**config.mk**
```make
export PLATFORM = sky130hd
export DESIGN_NAME = morse_stream_decoder
export DESIGN_NICKNAME = d
export VERILOG_FILES = /design/src/msd_pkg.sv /design/src/morse_stream_decoder.sv /design/src/msd_front.sv /design/src/msd_queue.sv /design/src/msd_back.sv
export SDC_FILE = /design/constraint.sdc
export NUM_CORES = 1
export LEC_CHECK = 0
export BUFFER_PORTS_ARGS = -buffer_cell sky130_fd_sc_hd__buf_2
export CAP_MARGIN = 20
export CORE_MARGIN = 10
export CORE_UTILIZATION = 34
export CTS_CLUSTER_DIAMETER = 50
export DETAILED_ROUTE_END_ITERATION = 8
export PLACE_DENSITY = 0.55
export REMOVE_ABC_BUFFERS = 1
export SYNTH_ARGS = -nofsm -noshare
export SYNTH_HDL_FRONTEND = slang
export SYNTH_HIERARCHICAL = 1
export SYNTH_SLANG_ARGS = --single-unit
```
**constraint.sdc**
```tcl
create_clock -name clk -period 3.05 [get_ports clk]
set_clock_uncertainty 0.05 [all_clocks]
set_input_delay 0.1525 -clock clk [delete_from_list [all_inputs] [get_ports clk]]
set_output_delay 0.1525 -clock clk [all_outputs]
set_load 0.01 [all_outputs]
```
**src/msd_pkg.sv**
```systemverilog
// ----------------------------------------------------------------------------
// msd_pkg: shared types, constants and code table
// Character codes, widths of the symbol pattern, the command word that
// travels from the front end to the back end, and the Morse table lookup.
// ----------------------------------------------------------------------------
`timescale 1ns / 1ps

package msd_pkg;

  localparam int MAX_SYMBOLS = 5;
  localparam int CNT_W       = $clog2(MAX_SYMBOLS + 1);
  localparam int KEY_W       = 6;
  localparam int TABLE_LEN   = 5;

  localparam int QUEUE_DEPTH = 4;
  localparam int PTR_W       = $clog2(QUEUE_DEPTH);
  localparam int FILL_W      = PTR_W + 1;

  localparam logic [7:0] CH_DOT     = 8'd46;
  localparam logic [7:0] CH_DASH    = 8'd45;
  localparam logic [7:0] CH_SPACE   = 8'd32;
  localparam logic [7:0] CH_NEWLINE = 8'd10;

  localparam logic [7:0] REPL_RESET = 8'd63;

  // One queued command: a first result, optionally followed by a newline.
  typedef struct packed {
    logic [7:0] ch;
    logic       unk;
    logic       two;
  } msd_cmd_t;

  // Key is a leading one followed by the symbols, dash = 1.
  function automatic logic [7:0] code_lookup(logic [KEY_W-1:0] key);
    logic [7:0] ch;
    case (key)
      6'd2:    ch = "E";
      6'd3:    ch = "T";
      6'd4:    ch = "I";
      6'd5:    ch = "A";
      6'd6:    ch = "N";
      6'd7:    ch = "M";
      6'd8:    ch = "S";
      6'd9:    ch = "U";
      6'd10:   ch = "R";
      6'd11:   ch = "W";
      6'd12:   ch = "D";
      6'd13:   ch = "K";
      6'd14:   ch = "G";
      6'd15:   ch = "O";
      6'd16:   ch = "H";
      6'd17:   ch = "V";
      6'd18:   ch = "F";
      6'd20:   ch = "L";
      6'd22:   ch = "P";
      6'd23:   ch = "J";
      6'd24:   ch = "B";
      6'd25:   ch = "X";
      6'd26:   ch = "C";
      6'd27:   ch = "Y";
      6'd28:   ch = "Z";
      6'd29:   ch = "Q";
      6'd32:   ch = "5";
      6'd33:   ch = "4";
      6'd35:   ch = "3";
      6'd39:   ch = "2";
      6'd47:   ch = "1";
      6'd48:   ch = "6";
      6'd56:   ch = "7";
      6'd60:   ch = "8";
      6'd62:   ch = "9";
      6'd63:   ch = "0";
      default: ch = 8'd0;
    endcase
    return ch;
  endfunction

  // Build the table key from a symbol count and pattern; zero means no entry.
  function automatic logic [7:0] decode_letter(logic [CNT_W-1:0] count,
                                               logic [MAX_SYMBOLS-1:0] pattern);
    logic [KEY_W-1:0] key;
    logic [KEY_W-1:0] lead;
    logic [7:0]       ch;
    ch   = 8'd0;
    lead = '0;
    key  = '0;
    if (count != '0 && int'(count) <= TABLE_LEN) begin
      lead = KEY_W'(1) << count;
      key  = lead | (KEY_W'(pattern) & (lead - KEY_W'(1)));
      ch   = code_lookup(key);
    end
    return ch;
  endfunction

endpackage

```
**src/morse_stream_decoder.sv**
```systemverilog
// ----------------------------------------------------------------------------
// morse_stream_decoder: Morse code text stream decoder
// Turns a stream of dot, dash, space and newline bytes into ASCII letters,
// digits, word spaces and newlines.
// ----------------------------------------------------------------------------
//
//  channel  | handshake          | payload
//  ---------+--------------------+---------------------------------------------
//  input    | push / full        | text_byte[7:0]
//  result   | pop / empty        | out_char[7:0], unknown_code, last_of_run
//  config   | cfg_write          | cfg_data[7:0] (replacement byte, reset '?')
//
// One item is accepted per cycle while full is low; the front end classifies it
// and updates the letter state at once, and its results are registered in the queue.
// A letter closed by a newline takes two pops. A four-entry command queue lets
// the input run while the result side stalls; full rises once four commands
// wait and drops the cycle after the head is taken. Reset (rst, synchronous)
// clears the letter state, empties the queue and sets the replacement to 63.
// ----------------------------------------------------------------------------
`timescale 1ns / 1ps

module morse_stream_decoder (
  input  logic       clk,
  input  logic       rst,
  input  logic       push,
  output logic       full,
  input  logic [7:0] text_byte,
  output logic       empty,
  input  logic       pop,
  output logic [7:0] out_char,
  output logic       unknown_code,
  output logic       last_of_run,
  input  logic       cfg_write,
  input  logic [7:0] cfg_data
);

  logic              accept;
  logic              cmd_valid;
  msd_pkg::msd_cmd_t cmd;
  logic              head_valid;
  msd_pkg::msd_cmd_t head_cmd;
  logic              head_take;

  // advance the letter state on every accepted item
  assign accept = push && !full;

  msd_front u_front (
    .clk       (clk),
    .rst       (rst),
    .accept    (accept),
    .text_byte (text_byte),
    .cfg_write (cfg_write),
    .cfg_data  (cfg_data),
    .cmd_valid (cmd_valid),
    .cmd       (cmd)
  );

  // queue only items that produce results; drop the rest here
  msd_queue u_queue (
    .clk        (clk),
    .rst        (rst),
    .wr_en      (accept && cmd_valid),
    .wr_cmd     (cmd),
    .full       (full),
    .rd_en      (head_take),
    .head_valid (head_valid),
    .head_cmd   (head_cmd)
  );

  msd_back u_back (
    .clk          (clk),
    .rst          (rst),
    .head_valid   (head_valid),
    .head_cmd     (head_cmd),
    .head_take    (head_take),
    .empty        (empty),
    .pop          (pop),
    .out_char     (out_char),
    .unknown_code (unknown_code),
    .last_of_run  (last_of_run)
  );

endmodule

```
**src/msd_front.sv**
```systemverilog
// ----------------------------------------------------------------------------
// msd_front: character classifier and letter builder
// Holds the symbol pattern and spacing state, and forms one command per
// accepted item that produces any result.
// ----------------------------------------------------------------------------
`timescale 1ns / 1ps

module msd_front (
  input  logic              clk,
  input  logic              rst,
  input  logic              accept,
  input  logic [7:0]        text_byte,
  input  logic              cfg_write,
  input  logic [7:0]        cfg_data,
  output logic              cmd_valid,
  output msd_pkg::msd_cmd_t cmd
);

  logic [7:0]                       repl;
  logic [msd_pkg::MAX_SYMBOLS-1:0]  pattern_bits;
  logic [msd_pkg::MAX_SYMBOLS-1:0]  pattern_bits_next;
  logic [msd_pkg::CNT_W-1:0]        symbol_count;
  logic [msd_pkg::CNT_W-1:0]        symbol_count_next;
  logic [1:0]                       space_run;
  logic [1:0]                       space_run_next;
  logic                             line_has_letter;
  logic                             line_has_letter_next;
  logic                             too_long;
  logic                             too_long_next;

  logic       is_sym;
  logic       is_space;
  logic       is_newline;
  logic [7:0] letter;
  logic       letter_bad;

  assign is_sym     = (text_byte == msd_pkg::CH_DOT) || (text_byte == msd_pkg::CH_DASH);
  assign is_space   = (text_byte == msd_pkg::CH_SPACE);
  assign is_newline = (text_byte == msd_pkg::CH_NEWLINE);

  assign letter     = msd_pkg::decode_letter(symbol_count, pattern_bits);
  assign letter_bad = too_long || (letter == 8'd0);

  always_comb begin
    pattern_bits_next    = pattern_bits;
    symbol_count_next    = symbol_count;
    space_run_next       = space_run;
    line_has_letter_next = line_has_letter;
    too_long_next        = too_long;
    cmd_valid            = 1'b0;
    cmd.ch               = letter_bad ? repl : letter;
    cmd.unk              = letter_bad;
    cmd.two              = 1'b0;

    if (is_sym) begin
      // word gap: emit a space before the first symbol of the next letter
      cmd_valid      = (space_run >= 2'd2) && line_has_letter && (symbol_count == '0);
      cmd.ch         = msd_pkg::CH_SPACE;
      cmd.unk        = 1'b0;
      space_run_next = 2'd0;
      if (int'(symbol_count) < msd_pkg::MAX_SYMBOLS) begin
        pattern_bits_next = {pattern_bits[msd_pkg::MAX_SYMBOLS-2:0],
                             (text_byte == msd_pkg::CH_DASH)};
        symbol_count_next = symbol_count + msd_pkg::CNT_W'(1);
      end else begin
        too_long_next = 1'b1;
      end
    end else if (is_space) begin
      if (symbol_count != '0) begin
        cmd_valid            = 1'b1;
        pattern_bits_next    = '0;
        symbol_count_next    = '0;
        too_long_next        = 1'b0;
        line_has_letter_next = 1'b1;
        space_run_next       = 2'd1;
      end else if (space_run != 2'd3) begin
        space_run_next = space_run + 2'd1;
      end
    end else if (is_newline) begin
      cmd_valid = 1'b1;
      if (symbol_count != '0) begin
        cmd.two = 1'b1;
      end else begin
        cmd.ch  = msd_pkg::CH_NEWLINE;
        cmd.unk = 1'b0;
      end
      pattern_bits_next    = '0;
      symbol_count_next    = '0;
      too_long_next        = 1'b0;
      space_run_next       = 2'd0;
      line_has_letter_next = 1'b0;
    end
  end

  always_ff @(posedge clk) begin
    if (rst) begin
      repl            <= msd_pkg::REPL_RESET;
      pattern_bits    <= '0;
      symbol_count    <= '0;
      space_run       <= 2'd0;
      line_has_letter <= 1'b0;
      too_long        <= 1'b0;
    end else begin
      if (cfg_write) begin
        repl <= cfg_data;
      end
      if (accept) begin
        pattern_bits    <= pattern_bits_next;
        symbol_count    <= symbol_count_next;
        space_run       <= space_run_next;
        line_has_letter <= line_has_letter_next;
        too_long        <= too_long_next;
      end
    end
  end

endmodule

```
**src/msd_queue.sv**
```systemverilog
// ----------------------------------------------------------------------------
// msd_queue: command queue between front and back end
// Small register FIFO; the head entry is read at the read pointer.
// ----------------------------------------------------------------------------
`timescale 1ns / 1ps

module msd_queue (
  input  logic              clk,
  input  logic              rst,
  input  logic              wr_en,
  input  msd_pkg::msd_cmd_t wr_cmd,
  output logic              full,
  input  logic              rd_en,
  output logic              head_valid,
  output msd_pkg::msd_cmd_t head_cmd
);

  msd_pkg::msd_cmd_t           entries [msd_pkg::QUEUE_DEPTH];
  logic [msd_pkg::PTR_W-1:0]   wr_ptr;
  logic [msd_pkg::PTR_W-1:0]   rd_ptr;
  logic [msd_pkg::FILL_W-1:0]  fill;

  assign full       = (fill == msd_pkg::FILL_W'(msd_pkg::QUEUE_DEPTH));
  assign head_valid = (fill != '0);
  assign head_cmd   = entries[rd_ptr];

  always_ff @(posedge clk) begin
    if (wr_en) begin
      entries[wr_ptr] <= wr_cmd;
    end
  end

  always_ff @(posedge clk) begin
    if (rst) begin
      wr_ptr <= '0;
      rd_ptr <= '0;
      fill   <= '0;
    end else begin
      if (wr_en) begin
        wr_ptr <= wr_ptr + msd_pkg::PTR_W'(1);
      end
      if (rd_en) begin
        rd_ptr <= rd_ptr + msd_pkg::PTR_W'(1);
      end
      case ({wr_en, rd_en})
        2'b10:   fill <= fill + msd_pkg::FILL_W'(1);
        2'b01:   fill <= fill - msd_pkg::FILL_W'(1);
        default: fill <= fill;
      endcase
    end
  end

endmodule

```
**src/msd_back.sv**
```systemverilog
// ----------------------------------------------------------------------------
// msd_back: result sequencer
// Expands each queued command into one or two result items.
// ----------------------------------------------------------------------------
`timescale 1ns / 1ps

module msd_back (
  input  logic              clk,
  input  logic              rst,
  input  logic              head_valid,
  input  msd_pkg::msd_cmd_t head_cmd,
  output logic              head_take,
  output logic              empty,
  input  logic              pop,
  output logic [7:0]        out_char,
  output logic              unknown_code,
  output logic              last_of_run
);

  logic second;
  logic done;

  assign empty        = !head_valid;
  assign out_char     = second ? msd_pkg::CH_NEWLINE : head_cmd.ch;
  assign unknown_code = !second && head_cmd.unk;
  assign last_of_run  = second || !head_cmd.two;
  assign done         = pop && head_valid;
  assign head_take    = done && last_of_run;

  always_ff @(posedge clk) begin
    if (rst) begin
      second <= 1'b0;
    end else if (done) begin
      second <= !last_of_run;
    end
  end

endmodule
```
==> results of run 1 <==
==> state kept, by name, summed over array words and instances, names as in the netlist, named ones only <==
signal and flops:
u_queue/entries 40, u_front/line_has_letter 1, u_front/pattern_bits 5, u_front/symbol_count 3, u_front/too_long 1, u_front/space_run 2, u_queue/wr_ptr 2, u_front/repl 8
u_back/second 1, u_queue/rd_ptr 2, u_queue/fill 3
==> routing by layer <==
metal | vias up | part of all wire [%]
met5 | - | 0
met4 | 0 | 2.1
met3 | 21 | 3.4
met2 | 71 | 52
met1 | 1591 | 42
li1 | 1604 | -
==> per-stage QoR <==
stage,setup TNS [ns],instances,power [mW]
after floorplan,-16.20,355,1.06
after global placement,-6.81,588,1.10
after detailed placement,-10.54,588,1.10
after CTS,-0.720,616,2.23
after global routing,-5.57,621,2.30
final,-1.48,621,2.21
==> power breakdown <==
group / switching [mW] / total [mW] / internal, mW / leakage, nW
logic: 0.0418 / 0.0808 / 0.0390 / 1.35
registers: 0.00656 / 1.01 / 1.01 / 0.617
clock network: 0.394 / 1.12 / 0.721 / 0.153
==> area by class of cell <==
type                            instances  share of cell area [%]
Inverter                               14                    1.09
Tap cell                              143                    3.24
Timing Repair Buffer                  107                    13.7
Clock buffer                           10                    4.15
Sequential cell                        70                    32.7
Clock inverter                          6                    1.70
Multi-Input combinational cell        271                    43.4
==> synth_stat cells (all sizes together), types with 6 or more instances <==
master	count
a211o	7
nand4	7
and2	6
nor3	6
inv	14
buf	8
edfxtp	40
mux2i	8
ha	21
clkbuf	7
mux4	10
nand2	21
dfxtp	30
a31oi	7
nand2b	6
nor2	31
nor2b	17
o21ai	17
a21oi	24
nand3	14
==> timing repair <==
action / in CTS / in global routing
endpoints found under the hold margin: 6 / 0
cloned: 0 / 0
gates resized for setup: 54 / 35
hold buffers: 6 / 0
pin swaps: 26 / 25
setup endpoints to repair: 36 / 36
setup buffers: 7 / 6
==> cells by family (layout without fill, tap and decap cells) <==
group	count (synthesis)	after routing
AND/OR/NAND/NOR	136	136
AO/OA/AOI/OAI	88	88
flip-flops	70	70
buffers and inverters	29	137
adder cells (fa/ha/maj)	22	22
multiplexers	18	18
XOR/XNOR	7	7
==> worst max-delay path by stage <==
stage / depth (start not counted) / slack (ns) / start / end
2_1_floorplan: 15 / -0.52 / u_front/symbol_count[0] / u_queue/entries[0][3]
3_3_place_gp: 16 / -0.24 / u_front/symbol_count[0] / u_queue/entries[0][4]
3_5_place_dp: 16 / -0.36 / u_front/symbol_count[0] / u_queue/entries[2][3]
4_1_cts: 16 / -0.05 / u_front/symbol_count[1] / u_queue/entries[0][5]
5_1_grt: 13 / -0.21 / u_front/symbol_count[0] / u_queue/entries[0][3]
6_report: 13 / -0.09 / u_front/symbol_count[1] / u_queue/entries[0][3]
==> worst max-delay path, stage by stage, from the launching register on <==
cell and delay, ns:
dfxtp_2 0.33, inv_4 0.07, ha_4 0.13, nor2b_4 0.14
inv_2 0.06, ha_4 0.16, and2_1 0.19, or4_4 0.53
a31oi_2 0.27, o221ai_2 0.14, o21ai_2 0.10, and4b_2 0.37
a211oi_2 0.11, nor3_2 0.30
==> flow_metrics.env, run 1 <==
export IMPL_cp_max_fo=5
export IMPL_dr_first_iter_drc_count=207
export IMPL_clockBufferDepth=2
export IMPL_hold_worst_slack_ns=0.0122
export IMPL_synth_top_family_by_area="simple AND/OR/NAND/NOR gates"
export IMPL_portBuffers=32
export IMPL_core_area_sq_um=11500
export IMPL_stdcell_area_sq_um=5520
export IMPL_holdPathEnd="u_front/repl[7]"
export IMPL_synthToLayoutAreaGrowth_pct=38.2
export IMPL_synth_adder_area_share_pct=7.08
export IMPL_final_hold_viol_count=0
export IMPL_holdPathStages=3
export IMPL_avgViaCountPerCell=5.29
export IMPL_final_common_cell="buf_4"
export IMPL_diodes=0
export IMPL_drt_wl_total_mm=10.4
export IMPL_dieArea_sq_um=16500
export IMPL_syn_area_sq_um=3990
export IMPL_ant_nets=0
export IMPL_place_gp_congestion=0.879
export IMPL_post_route_min_period_ns=3.14
export IMPL_first_global_vias=3446
export IMPL_ys_warn_count=6
export IMPL_max_slew_worst_pin_slew_ns=0.881
export IMPL_cp_end_kind="flop"
export IMPL_pin_count=33
export IMPL_path_clk_slew_ns=0.06
export IMPL_drc_errors=0
export IMPL_rows=39
export IMPL_place_area_sq_um=4680
export IMPL_r2r_end="u_queue/entries[0][3]"
export IMPL_cts_buffers=9
export IMPL_r2r_cells=13
export IMPL_hp_class="in2reg"
export IMPL_synthCells=370
export IMPL_pre_cts_slack_ns=-0.357
export IMPL_met1_usage_pct=14.4
export IMPL_layout_drive_gt1_share_pct=40.6
export IMPL_rrSetupSlack_ns=-0.09
export IMPL_synth_mux_area_share_pct=7.64
export IMPL_rsz0062_at_grt="true"
export IMPL_final_seq_area_sq_um=1800
export IMPL_crit_required_ns=3.13
export IMPL_cp_arrival_ns=3.22
export IMPL_synthArstFlopShare_pct=0
export IMPL_slew_headroom_pct=40.6
export IMPL_gr_usage_met2_pct=22.0
export IMPL_multi_input_area_sq_um=2400
export IMPL_clock_sinks=70
export IMPL_synth_compound_gate_area_share_pct=15.6
export IMPL_synth_xor_area_share_pct=1.54
export IMPL_overflow=0
export IMPL_track_usage_pct=12.5
export IMPL_start_util_pct=34.8
export IMPL_power_leakage_nw=2.12
export IMPL_fp_dieW_microns=128
export IMPL_ys_top_cells_by_area="edfxtp_1, dfxtp_1, ha_1"
export IMPL_timing_final_crit_share_pct=103
export IMPL_synth_top_cell_area_share_pct=30.1
export IMPL_synth_edff_count=40
export IMPL_post_route_util_pct=48.1
export IMPL_synthSimpleGateAreaFrac_pct=19.5
export IMPL_cts_root_buf="clkbuf_16"
export IMPL_rr_startpoint="u_front/symbol_count[1]"
export IMPL_cap_violations=0
export IMPL_yosys_most_used_dff="edfxtp_1"
export IMPL_cts_tree="done"
export IMPL_violations="setup timing"
export IMPL_hp_start="cfg_data[7]"
export IMPL_irDropWorstVdd_mv=0.509
export IMPL_synth_seq_cells=70
export IMPL_status="finished, violations left"
export IMPL_power_density_nw_per_um2=400
export IMPL_synth_top_cell_by_area="edfxtp_1"
export IMPL_path_class="reg2reg"
export IMPL_grt_start_max_net_pins=30
export IMPL_slew_viol_final=0
export IMPL_cp_start_kind="flop"
export IMPL_fmax_mhz=318
export IMPL_drt_first_pass_iters=4
export IMPL_vias=3287
export IMPL_setup_violations=24
export IMPL_yosysSeqAreaShare_pct=45.1
export IMPL_antenna_found_initial=0
export IMPL_ys_types=68
export IMPL_dp_hpwl_mm=7.39
export IMPL_cts_max_level=3
export IMPL_fin_nets=516
export IMPL_die_h_microns=128
export IMPL_top_usage_layer="met2"
export IMPL_fin_ws_ns=-0.0946
export IMPL_syn_area_per_cell_sq_um=10.8
export IMPL_fillers=1029
export IMPL_met3_usage_pct=3.00
export IMPL_final_cell_mix="buf_4, edfxtp_1, buf_2"
export IMPL_wire_per_inst_microns=16.7
export IMPL_clk_insertion_delay_late_ns=0.33
export IMPL_grt_pass1_wl_mm=17.0
No activity file was read; power rests on OpenSTA's default activity.
==> run 2, diff against run 1 <==
==> constraint.sdc (replaced) <==
create_clock -name clk -period 2.5 [get_ports clk]
set_clock_uncertainty 0.05 [all_clocks]
set_input_delay 0.125 -clock clk [delete_from_list [all_inputs] [get_ports clk]]
set_output_delay 0.125 -clock clk [all_outputs]
set_load 0.01 [all_outputs]
==> run 2 against run 1 <==
Net effect: the flow still finishes with violations (setup timing); sequential cell count is the same; power is 16% higher; wire length increased by 4.9%; sequential power increased by 22%; count of clock-buffer cells in the layout shrank 1; hold slack improved by 0.045 ns; first-iteration DRC count increased by 3.9%; fmax shrank 0.44%; register-to-register slack worse by 0.56 ns; global-route usage is 0.74 points higher; sequential share of layout area is 2.0 points lower; core utilization rose by 3.2 points.
==> flow_metrics.env, run 2 (synthesized netlist as in run 1, its figures left out) <==
export IMPL_dp_hpwl_mm=7.76
export IMPL_rsz0062_at_grt="true"
export IMPL_cp_max_fo=4
export IMPL_cts_buffers=9
export IMPL_synthToLayoutAreaGrowth_pct=47.3
export IMPL_core_area_sq_um=11500
export IMPL_path_class="reg2reg"
export IMPL_final_cell_mix="buf_4, edfxtp_1, buf_2"
export IMPL_wire_per_inst_microns=16.6
export IMPL_timing_final_crit_share_pct=126
export IMPL_drt_wl_total_mm=10.9
export IMPL_post_route_min_period_ns=3.16
export IMPL_fmax_mhz=317
export IMPL_cp_end_kind="flop"
export IMPL_final_common_cell="buf_4"
export IMPL_fin_ws_ns=-0.659
export IMPL_largest_register_ff_count=40
export IMPL_final_hold_viol_count=0
export IMPL_met1_length_mm=4.53
export IMPL_setup_violations=37
export IMPL_fp_dieW_microns=128
export IMPL_overflow=0
export IMPL_cts_max_level=3
export IMPL_drt_first_pass_iters=4
export IMPL_holdPathStages=3
export IMPL_top_register="u_queue/entries"
export IMPL_drc_errors=0
export IMPL_clk_insertion_delay_late_ns=0.33
export IMPL_die_h_microns=128
export IMPL_power_density_nw_per_um2=436
export IMPL_violations="setup timing"
export IMPL_clockBufferDepth=2
export IMPL_cp_start_kind="flop"
export IMPL_crit_required_ns=2.58
export IMPL_dr_first_iter_drc_count=215
export IMPL_status="finished, violations left"
export IMPL_avgViaCountPerCell=5.24
export IMPL_path_clk_slew_ns=0.06
export IMPL_place_gp_congestion=0.903
export IMPL_dr_wl_met3_microns=411
export IMPL_pin_count=33
export IMPL_max_slew_worst_pin_slew_ns=0.884
export IMPL_r2r_cells=14
export IMPL_layout_drive_gt1_share_pct=44.5
export IMPL_post_route_util_pct=51.3
export IMPL_highest_layer="met4"
export IMPL_clock_sinks=70
export IMPL_power_leakage_nw=2.33
export IMPL_grt_pass1_wl_mm=17.8
export IMPL_slew_viol_final=0
export IMPL_hp_class="in2reg"
export IMPL_start_util_pct=34.8
export IMPL_cts_tree="done"
export IMPL_antenna_found_initial=0
export IMPL_irDropWorstVdd_mv=0.336
export IMPL_slew_headroom_pct=40.5
export IMPL_portBuffers=32
export IMPL_diodes=0
export IMPL_ant_nets=0
export IMPL_fin_nets=553
export IMPL_first_global_vias=3672
export IMPL_vias=3447
export IMPL_placedCellCount=612
export IMPL_cp_arrival_ns=3.24
export IMPL_track_usage_pct=13.3
export IMPL_wl_met2_mm=5.66
export IMPL_rows=39
export IMPL_grt_start_max_net_pins=30
export IMPL_cts_root_buf="clkbuf_16"
export IMPL_cap_violations=0
export IMPL_reg_top3="u_queue/entries x40, u_front/repl x8, u_front/pattern_bits x5"
export IMPL_final_cells=658
export IMPL_dieArea_sq_um=16500
==> run 2: changes by cell type in the layout (fill, tap and decap cells not counted), sizes merged <==
| cell | before | now |
|---|---|---|
| buf | 101 | 136 |
| bufinv | 2 | 0 |
| clkbuf | 10 | 9 |
| clkinv | 2 | 0 |
| clkinvlp | 1 | 2 |
| dlygate4sd3 | 6 | 8 |
| inv | 15 | 19 |
==> run 2: stage by stage <==
stage	TNS (ns)	cell area (sq um)	hold slack [ns]	setup slack, ns	power (mW)
CTS	-19.86	5710	0.0391	-0.585	2.60
floorplan	-36.73	3910	0.144	-1.07	1.29
global route	-26.28	5880	0.0667	-0.781	2.66
detailed placement	-32.25	4910	0.289	-0.935	1.35
finish	-21.40	5880	0.0573	-0.659	2.57
global placement	-27.92	4910	0.281	-0.825	1.35
==> run 2: critical path, cell delays in order (launching register included) <==
cell and delay [ns]:
dfxtp_2 0.34, inv_4 0.07, ha_4 0.13, nor2b_4 0.14
inv_2 0.06, ha_4 0.16, and4bb_1 0.23, buf_4 0.15
o22ai_4 0.19, o21ai_2 0.11, or3_4 0.36, a41oi_4 0.26
nor3b_4 0.28, nand2_2 0.16, a211oi_4 0.29
==> run 2: power breakdown <==
| part | total [mW] | switching [mW] | internal [mW] |
|---|---|---|---|
| Combinational | 0.107 | 0.0524 | 0.0549 |
| Clock | 1.22 | 0.528 | 0.695 |
| Sequential | 1.23 | 0.00844 | 1.23 |
==> run 2: repair_timing <==
item	4_1_cts	5_1_grt
gates resized for setup	76	17
pin swaps	26	11
endpoints found under the setup margin	37	38
cloned	0	0
hold buffers	8	0
setup buffers	17	8
endpoints found under the hold margin	8	0
==> run 2: worst paths after layout <==
check,start,end,slack (ns)
max,u_front/symbol_count[1],u_queue/entries[0][5],-0.66
min,pop,u_back/second,0.06
max reg2reg,u_front/symbol_count[1],u_queue/entries[0][5],-0.66
min reg2reg,u_front/line_has_letter,u_front/line_has_letter,0.41
==> run 2: final cells by class <==
class / instances / area, sq um
clock buffers: 9 / 225
clock inverters: 7 / 63.8
multi-input cells: 271 / 2440
fillers: 1003 / 5590
repair buffers: 144 / 1110
inverters: 14 / 60.1
well taps: 143 / 179
flip-flops and latches: 70 / 1800
==> run 2: routing by layer <==
metal / up-vias / global-route usage [%]
li1: 1683 / -
met1: 1676 / 15.0
met2: 68 / 23.0
met3: 20 / 2.71
met4: 0 / 7.09
met5: - / 0
==> run 3, diff against run 2 <==
--- a/config.mk
+++ b/config.mk
@@ -5,13 +5,14 @@
 export SDC_FILE = /design/constraint.sdc
 export NUM_CORES = 1
 export LEC_CHECK = 0
-export BUFFER_PORTS_ARGS = -buffer_cell sky130_fd_sc_hd__buf_2
 export CAP_MARGIN = 20
 export CORE_MARGIN = 10
 export CORE_UTILIZATION = 34
+export CTS_BUF_LIST = sky130_fd_sc_hd__clkbuf_8
 export CTS_CLUSTER_DIAMETER = 50
 export DETAILED_ROUTE_END_ITERATION = 8
-export PLACE_DENSITY = 0.55
+export DONT_BUFFER_PORTS = 1
+export PLACE_DENSITY = 0.53
 export REMOVE_ABC_BUFFERS = 1
 export SYNTH_ARGS = -nofsm -noshare
 export SYNTH_HDL_FRONTEND = slang
==> run 3 against run 2 <==
Net effect: power is 8.3% lower; combinational power is 5% lower; critical path type unchanged; the run still ends with setup timing left; critical endpoint is now u_queue/entries[2][2]; register-to-register slack worse by 0.02 ns; sequential cell count stayed put; largest power group unchanged.
==> flow_metrics.env, run 3 (synthesized netlist as in run 1, its figures left out) <==
export IMPL_setup_tns_ns=-22.42
export IMPL_cp_max_fo=5
export IMPL_place_area_sq_um=4740
export IMPL_power_leakage_nw=2.20
export IMPL_final_common_cell="buf_4"
export IMPL_stdcell_area_sq_um=5790
export IMPL_setup_violations=37
export IMPL_post_route_min_period_ns=3.18
export IMPL_overflow=0
export IMPL_first_global_vias=3485
export IMPL_cp_start_kind="flop"
export IMPL_track_usage_pct=13.1
export IMPL_irDropWorstVdd_mv=0.285
export IMPL_portBuffers=0
export IMPL_avgViaCountPerCell=5.33
export IMPL_crit_required_ns=2.49
export IMPL_clockBufferDepth=2
export IMPL_antenna_found_initial=0
export IMPL_crit_path_max_incr_delay_ns=0.49
export IMPL_cts_tree="done"
export IMPL_violations="setup timing"
export IMPL_path_common_cell="ha_4"
export IMPL_fin_ws_ns=-0.683
export IMPL_cpMaxStageDelayCell="a311oi_4"
export IMPL_reg_top3="u_queue/entries x40, u_front/repl x8, u_front/pattern_bits x5"
export IMPL_critPathBufInv=5
export IMPL_pin_count=33
export IMPL_power_density_nw_per_um2=407
export IMPL_fin_nets=527
export IMPL_place_gp_congestion=0.868
export IMPL_status="finished, violations left"
export IMPL_post_route_util_pct=50.5
export IMPL_cap_violations=0
export IMPL_path_clk_slew_ns=0.08
export IMPL_fmax_mhz=314
export IMPL_slew_viol_final=0
export IMPL_drc_errors=0
export IMPL_wire_per_inst_microns=17.3
export IMPL_synthToLayoutAreaGrowth_pct=44.9
export IMPL_drt_first_pass_iters=4
export IMPL_cts_root_buf="clkbuf_8"
export IMPL_layout_drive_gt1_share_pct=42.5
export IMPL_clock_sinks=70
export IMPL_dieArea_sq_um=16500
export IMPL_p_total_mw=2.35
export IMPL_cts_buffers=9
export IMPL_grt_pass1_wl_mm=17.7
export IMPL_final_hold_viol_count=0
export IMPL_start_util_pct=34.8
export IMPL_cp_top_family="compound AO/OA/AOI/OAI gates"
export IMPL_fp_dieW_microns=128
export IMPL_dr_first_iter_drc_count=237
export IMPL_core_area_sq_um=11500
export IMPL_final_cell_mix="buf_4, edfxtp_1, dfxtp_1"
export IMPL_ant_nets=0
export IMPL_cp_arrival_ns=3.17
export IMPL_hold_worst_slack_ns=0.0199
export IMPL_cts_max_level=3
export IMPL_slew_headroom_pct=36.4
export IMPL_hp_class="in2reg"
export IMPL_rows=39
export IMPL_dp_hpwl_mm=7.63
export IMPL_vias=3369
export IMPL_rsz0062_at_grt="true"
export IMPL_cp_end_kind="flop"
export IMPL_path_cells="inv_2 -> ha_4 -> nor2b_4 -> inv_2 -> ha_4 -> nand2b_4 -> nand2_8 -> ha_4 -> inv_4 -> buf_6 -> o311a_1 -> o221ai_2 -> a311oi_4 -> buf_6 -> nand4b_1 -> a31oi_4"
export IMPL_drt_wl_total_mm=10.9
export IMPL_grt_start_max_net_pins=30
export IMPL_die_h_microns=128
export IMPL_diodes=0
export IMPL_timing_final_crit_share_pct=127
export IMPL_top_register="u_queue/entries"
export IMPL_path_class="reg2reg"
export IMPL_clk_insertion_delay_late_ns=0.34
export IMPL_max_slew_worst_pin_slew_ns=0.944
export IMPL_largest_register_ff_count=40
## run 3: worst paths after layout
check	to	depth (start not counted)	start	slack, ns
worst max register to register	u_queue/entries[2][2]	16	u_front/symbol_count[0]	-0.68
worst min register to register	u_front/line_has_letter	2	u_front/line_has_letter	0.42
worst max-delay path	u_queue/entries[2][2]	16	u_front/symbol_count[0]	-0.68
worst min-delay path	u_front/pattern_bits[0]	3	text_byte[1]	0.02
## run 3: worst register-to-register path: cells and delay by family (launching register included)
kind | cells | cell delay [ns]
AOI/OAI and AO/OA | 4 | 0.88
and+or+nand+nor | 4 | 0.53
buffers and inverters | 5 | 0.45
DFF | 1 | 0.33
adders and majority gates | 3 | 0.64
## run 3: metrics by stage
step                      worst slack [ns]  instances
after global placement               -1.11        585
after floorplan                      -1.07        355
final                               -0.683        632
after global routing                -0.810        632
after CTS                           -0.634        629
after detailed placement            -0.973        585
## run 3: metal layers
| layer | global-route usage (%) | up-vias | wire length (microns) |
|---|---|---|---|
| li1 | - | 1630 | - |
| met1 | 15.3 | 1620 | 4520 |
| met2 | 22.9 | 96 | 5720 |
| met3 | 2.67 | 23 | 445 |
| met4 | 5.50 | 0 | 242 |
| met5 | 0 | - | 0 |
## run 3: final cells by class
class	instances	area [sq um]
Fill cell	987	5680
Multi-Input combinational cell	271	2520
Sequential cell	70	1800
Timing Repair Buffer	118	981
Tap cell	143	179
Clock buffer	9	124
Inverter	14	70.1
Clock inverter	7	104
## run 3: what timing repair did
action                                  in CTS  in global routing
endpoints found under the setup margin      37                 38
cloned                                       0                  0
hold endpoints to repair                    30                  0
hold buffers                                13                  0
pin swaps                                   36                 20
setup buffers                               17                  4
resized for setup                           94                 23
## run 3: where the power goes
group / internal [mW] / switching [mW] / leakage, nW
registers: 1.22 / 0.00908 / 0.617
logic: 0.0534 / 0.0485 / 1.47
clock network: 0.575 / 0.442 / 0.115
